<file path="src/mbps_pkg.sv">
// Shared types and constants for the metaball pixel shader.
// No dependencies; every other file in src imports this package.
`default_nettype none

package mbps_pkg;

  localparam int COORD_W  = 12;  // ball centre, signed
  localparam int RADIUS_W = 8;   // ball radius, unsigned
  localparam int PIX_W    = 10;  // pixel column / row
  localparam int DELTA_W  = 13;  // pixel minus centre, signed
  localparam int SQ_W     = 24;  // one squared delta
  localparam int DIST_W   = 25;  // squared distance
  localparam int RSQ_W    = 16;  // radius squared
  localparam int TERM_W   = 41;  // radius squared times distance
  localparam int S_W      = 42;  // sum of both terms
  localparam int P_W      = 50;  // product of both distances
  localparam int CMP_W    = 54;  // scaled terms in the threshold compares
  localparam int ADDR_W   = 20;
  localparam int CFG_IDX_W  = 3;
  localparam int CFG_DATA_W = 12;

  localparam int ROW_PITCH_DEFAULT = 320;
  localparam logic [RADIUS_W-1:0] RADIUS_RESET = 8'd32;

  typedef enum logic [CFG_IDX_W-1:0] {
    REG_BALL0_X      = 3'd0,
    REG_BALL0_Y      = 3'd1,
    REG_BALL0_RADIUS = 3'd2,
    REG_BALL1_X      = 3'd3,
    REG_BALL1_Y      = 3'd4,
    REG_BALL1_RADIUS = 3'd5
  } cfg_reg_t;

  typedef enum logic [1:0] {
    CLASS_BG    = 2'd0,
    CLASS_GREEN = 2'd1,
    CLASS_WHITE = 2'd2,
    CLASS_BLACK = 2'd3
  } colour_t;

  // load enables of the first three pipeline stages
  typedef struct packed {
    logic s1;
    logic s2;
    logic s3;
  } stage_en_t;

endpackage

`default_nettype wire

</file>
<file path="src/mbps_dist.sv">
// Squared distance from a pixel to one ball centre, three register stages.
// Depends on mbps_pkg; the top level instantiates one per ball.
`default_nettype none

module mbps_dist
  import mbps_pkg::*;
(
  input  wire logic                       clk,
  input  wire stage_en_t                  en,
  input  wire logic        [PIX_W-1:0]    pixel_x,
  input  wire logic        [PIX_W-1:0]    pixel_y,
  input  wire logic signed [COORD_W-1:0]  centre_x,
  input  wire logic signed [COORD_W-1:0]  centre_y,
  output logic             [DIST_W-1:0]   dist_sq
);

  logic signed [DELTA_W-1:0]   dx_next, dy_next;
  logic signed [DELTA_W-1:0]   dx, dy;
  logic signed [2*DELTA_W-1:0] dx_prod, dy_prod;
  logic        [SQ_W-1:0]      dx_sq, dy_sq;

  always_comb begin
    dx_next = $signed(DELTA_W'(pixel_x)) - DELTA_W'(centre_x);
    dy_next = $signed(DELTA_W'(pixel_y)) - DELTA_W'(centre_y);
    dx_prod = dx * dx;
    dy_prod = dy * dy;
  end

  always_ff @(posedge clk) begin
    if (en.s1) begin
      dx <= dx_next;
      dy <= dy_next;
    end
    if (en.s2) begin
      dx_sq <= dx_prod[SQ_W-1:0];
      dy_sq <= dy_prod[SQ_W-1:0];
    end
    if (en.s3) begin
      dist_sq <= DIST_W'(dx_sq) + DIST_W'(dy_sq);
    end
  end

endmodule

`default_nettype wire

</file>
<file path="config.mk">
export PLATFORM = sky130hd
export DESIGN_NAME = mbps_dist
export DESIGN_NICKNAME = d
export VERILOG_FILES = /design/src/mbps_pkg.sv /design/src/mbps_dist.sv
export SDC_FILE = /design/constraint.sdc
export NUM_CORES = 1
export LEC_CHECK = 0
export BUFFER_PORTS_ARGS = -buffer_cell sky130_fd_sc_hd__buf_2
export CAP_MARGIN = 20
export CORE_ASPECT_RATIO = 0.6
export CORE_MARGIN = 3
export CORE_UTILIZATION = 55
export CTS_BUF_LIST = sky130_fd_sc_hd__clkbuf_16
export CTS_CLUSTER_SIZE = 30
export DETAILED_ROUTE_END_ITERATION = 12
export GPL_TIMING_DRIVEN = 0
export PLACE_DENSITY = 0.84
export SETUP_SLACK_MARGIN = 0.1
export SLEW_MARGIN = 20
export SYNTH_ARGS = -nofsm -noshare
export SYNTH_HDL_FRONTEND = slang
export SYNTH_SLANG_ARGS = --single-unit
</file>
<file path="constraint.sdc">
create_clock -name clk -period 7 [get_ports clk]
set_input_delay 1.05 -clock clk [delete_from_list [all_inputs] [get_ports clk]]
set_output_delay 1.05 -clock clk [all_outputs]
set_load 0.05 [all_outputs]
</file>
==> run_results.csv <==
group,metric,value,unit
status,outcome,"complete, no violations",
clock_tree,clock_latency_on_the_worst_skew_pair,0.38,ns
global_routing,pin_count_of_the_biggest_net_entering_global_routing,47,
detailed_routing,detailroute.via_count,10500,
timing,final_hold_viol_count,0,
logic_synthesis,postSynthAreaPerCell,10.2,sq um
clock_tree,cts.htree.levels,3,
logic_synthesis,number_of_instances_in_the_synthesized_netlist,1499,
timing,setup_repair_after_global_routing_missed_its_margin,"false",
global_routing,aggregate_global_routing_overflow,0,
final_layout,area_growth,7.43,%
logic_synthesis,dominant_cells_by_area_after_synthesis,"sky130_fd_sc_hd__fa_1, sky130_fd_sc_hd__edfxtp_1, sky130_fd_sc_hd__ha_1",
final_layout,nFillCells,2183,
timing,final_setup_violations,0,
logic_synthesis,netlist.area_leader.share,0.342,
detailed_routing,ant_nets,0,
final_layout,finalNetCount,2077,
timing,fmaxAchievable,149,MHz
logic_synthesis,synth.yosys.seq_area_share,0.190,
logic_synthesis,yosysUniqueCellTypes,50,
logic_synthesis,synth_nets,1995,
clock_tree,clockRootBuffer,"sky130_fd_sc_hd__clkbuf_16",
clock_tree,clockBufferDepth,2,
critical_path,critPathCaptureType,"flip-flop",
critical_path,worst-endpoint-required,7.14,ns
floorplan,io_pins,73,
critical_path,critPathMostFrequentCell,"sky130_fd_sc_hd__fa_1",
floorplan,fp.dieW,222,um
critical_path,crit_path_cell_trace,"clkbuf_2 -> and2_1 -> fa_1 -> fa_1 -> fa_1 -> inv_1 -> fa_1 -> inv_1 -> fa_1 -> ha_1 -> ha_1 -> o21a_1 -> nand4_1 -> a31oi_1 -> a41oi_1 -> a211oi_1 -> a211o_1 -> a21oi_1 -> xnor2_1",
timing,worst_hold_slack,0.557,ns
logic_synthesis,yosys.area.top_type,"sky130_fd_sc_hd__fa_1",
timing,worst_slew_pin_slew,1.09,ns
clock_tree,clock_pin_slew_of_the_registers_on_the_worst_case_setup_and_hold_paths,0.08,ns
placement,place.detailed.hpwl,29.6,mm
critical_path,setup.worst_path.start_class,"flip-flop",
global_routing,grt_antenna_before_repair,0,
timing,final_clock_period_utilization_by_the_worst_path,0.958,
floorplan,floorplan.initialDensity,0.569,
clock_tree,hold_buffers,0,
floorplan,core.rowCount,46,
detailed_routing,detail_route.first_pass.iterations,5,
critical_path,worstSetupPathType,"flip-flop to flip-flop",
critical_path,worst_ep_arrival_time,6.84,ns
floorplan,die_span_in_y,135,um
final_layout,final-seq-area,2910,sq um
timing,skew,0.0101,ns
critical_path,timing.critical_path.buf_inv,3,
global_routing,grt_pass1_vias,11200,
critical_path,critical_path.slowest_cell,"sky130_fd_sc_hd__edfxtp_1",
critical_path,worst_path_largest_cell_delay,0.64,ns
logic_synthesis,syn-cell-area,15300,sq um
flow_run,drv_cap,0,
floorplan,die-area,30000,sq um
critical_path,critPathMaxFanout,10,
logic_synthesis,ys_seq_elements,97,
global_routing,grt_util_all_layers,0.244,
logic_synthesis,yosys_most_used_dff,"sky130_fd_sc_hd__edfxtp_1",
final_layout,antenna-diode-count,0,
final_layout,multiInputGateArea,11000,sq um
detailed_routing,route.detailed.wl_per_inst,17.7,um
clock_tree,cts_buffers,9,
clock_tree,clock-sinks,97,
timing,period_minus_slack,6.70,ns
detailed_routing,drt_iter0_drc,740,
placement,placed_instance_area,16100,sq um
detailed_routing,post_drt_via_cell_ratio,5.39,
timing,slew_violations,0,
logic_synthesis,synth_edf_count,97,
timing,relSlewSlack,0.275,
detailed_routing,drc_viols,0,
timing,setup_total_negative_slack,0,ns
global_routing,global_route_wire_length_before_repair,57.1,mm
clock_tree,cts_tree,"yes",
logic_synthesis,synth_warnings,0,
final_layout,finish.instance_area,16500,sq um
placement,buffer_ports.inserted,70,
floorplan,core_region,26900,sq um
placement,routability_congestion_estimate,0.970,
logic_synthesis,postSynth.asyncResetShare,0,
final_layout,layout_cell_share_with_drive_strength_beyond_1,0.0681,
critical_path,timing.critical_path.max_delay_family,"adder cells",
min_path,timing.hold.worst.class,"flip-flop to flip-flop",
detailed_routing,total_routed_length,34.4,mm
[cell usage in the layout (no fill, tap or decap), drive strengths merged, types with 5 or more instances in the layout]
cell | synthesis | final
and2 | 43 | 43
xnor2 | 75 | 75
or2 | 6 | 6
a21o | 20 | 20
inv | 340 | 343
buf | 0 | 71
a31o | 7 | 7
nand2 | 132 | 132
xor2 | 23 | 23
o21a | 9 | 9
nor2b | 26 | 26
o21ai | 22 | 22
clkbuf | 32 | 41
fa | 262 | 262
a21boi | 10 | 10
a211oi | 7 | 7
o21bai | 7 | 7
edfxtp | 97 | 97
ha | 186 | 186
a31oi | 5 | 5
a21oi | 32 | 32
nand3 | 11 | 11
nor3 | 18 | 18
nor2 | 80 | 80
[worst reg2reg max path, stage by stage, from the launching register on]
cell	delay, ns
sky130_fd_sc_hd__edfxtp_1	0.64
sky130_fd_sc_hd__clkbuf_2	0.33
sky130_fd_sc_hd__and2_1	0.23
sky130_fd_sc_hd__fa_1	0.48
sky130_fd_sc_hd__fa_1	0.52
sky130_fd_sc_hd__fa_1	0.51
sky130_fd_sc_hd__inv_1	0.05
sky130_fd_sc_hd__fa_1	0.53
sky130_fd_sc_hd__inv_1	0.05
sky130_fd_sc_hd__fa_1	0.45
sky130_fd_sc_hd__ha_1	0.30
sky130_fd_sc_hd__ha_1	0.34
sky130_fd_sc_hd__o21a_1	0.19
sky130_fd_sc_hd__nand4_1	0.19
sky130_fd_sc_hd__a31oi_1	0.31
sky130_fd_sc_hd__a41oi_1	0.26
sky130_fd_sc_hd__a211oi_1	0.48
sky130_fd_sc_hd__a211o_1	0.18
sky130_fd_sc_hd__a21oi_1	0.08
sky130_fd_sc_hd__xnor2_1	0.36
[path summary, 6_finish.rpt]
| check | slack [ns] | from | depth (start not counted) | end |
|---|---|---|---|---|
| worst max-delay path | 0.30 | dx[3] | 19 | dx_sq[22] |
| worst min-delay path | 0.56 | dy_sq[0] | 1 | dist_sq[0] |
| worst max register to register | 0.30 | dx[3] | 19 | dx_sq[22] |
| worst min register to register | 0.56 | dy_sq[0] | 1 | dist_sq[0] |
[logic make-up (layout without fill, tap and decap cells)]
group,count (synthesis),in the layout,share of synthesized area
xor gates and xnor gates,98,98,0.0560
buffers and inverters,372,459,0.0911
adders and majority gates,448,448,0.494
DFF,97,97,0.190
muxes,2,2,0.00131
AOI/OAI and AO/OA,144,144,0.0656
and+or+nand+nor,338,338,0.102
[metal layers]
metal	up-vias	share of wire	GRT usage
met3	33	0.12	0.0784
met1	5155	0.45	0.357
li1	4861	-	-
met4	0	0.012	0.0465
met2	444	0.42	0.361
met5	-	0	0
[flip-flops by register name, summed over array words and instances, names as in the netlist]
| name | cells |
|---|---|
| dy | 13 |
| dx | 13 |
| dist_sq | 25 |
| dx_sq | 23 |
| dy_sq | 23 |
[repair_timing]
item                                    CTS  global route
setup buffers                             1             0
endpoints found under the setup margin    2             4
resized for setup                         1            11
[cell type report]
cell class	count	share of cell area
repair buffers	71	0.0217
clock inverters	7	0.00562
multi-input cells	1030	0.670
flip-flops and latches	97	0.177
plain buffers	32	0.00775
clock buffers	9	0.0137
inverters	340	0.0775
well taps	360	0.0273
[through the flow]
stage                     utilization  setup WS, ns  std cells
after floorplan                     -          1.07       1499
after global placement          0.599         0.173       1929
after detailed placement        0.599        0.0595       1929
after CTS                       0.611         0.200       1946
after global routing            0.611         0.113       1946
final                           0.611         0.297       1946
[cells in the mapped netlist, types with 3 or more instances]
cell and instances:
sky130_fd_sc_hd__nand2_1 132, sky130_fd_sc_hd__o21a_1 9, sky130_fd_sc_hd__a31o_2 3, sky130_fd_sc_hd__nand2b_1 4, sky130_fd_sc_hd__edfxtp_1 97, sky130_fd_sc_hd__xor2_1 23
sky130_fd_sc_hd__o211ai_1 3, sky130_fd_sc_hd__ha_1 186, sky130_fd_sc_hd__nand3_1 11, sky130_fd_sc_hd__and4_1 4, sky130_fd_sc_hd__a21boi_1 9, sky130_fd_sc_hd__a21oi_1 29
sky130_fd_sc_hd__nor3_1 18, sky130_fd_sc_hd__xnor2_1 75, sky130_fd_sc_hd__inv_1 340, sky130_fd_sc_hd__a31oi_1 5, sky130_fd_sc_hd__nor2_1 80, sky130_fd_sc_hd__and3_1 4
sky130_fd_sc_hd__o21ai_1 14, sky130_fd_sc_hd__a21oi_2 3, sky130_fd_sc_hd__and2_1 43, sky130_fd_sc_hd__o21bai_1 7, sky130_fd_sc_hd__a21o_1 20, sky130_fd_sc_hd__fa_1 262
sky130_fd_sc_hd__or2_2 6, sky130_fd_sc_hd__a211o_1 4, sky130_fd_sc_hd__o21ai_0 8, sky130_fd_sc_hd__nand4_1 4, sky130_fd_sc_hd__nor2b_1 26, sky130_fd_sc_hd__a211oi_1 7
sky130_fd_sc_hd__clkbuf_1 32, sky130_fd_sc_hd__a31o_1 4
Power is not shown: default switching activity piles up to over one toggle a cycle in this logic, so the estimate is an artifact.
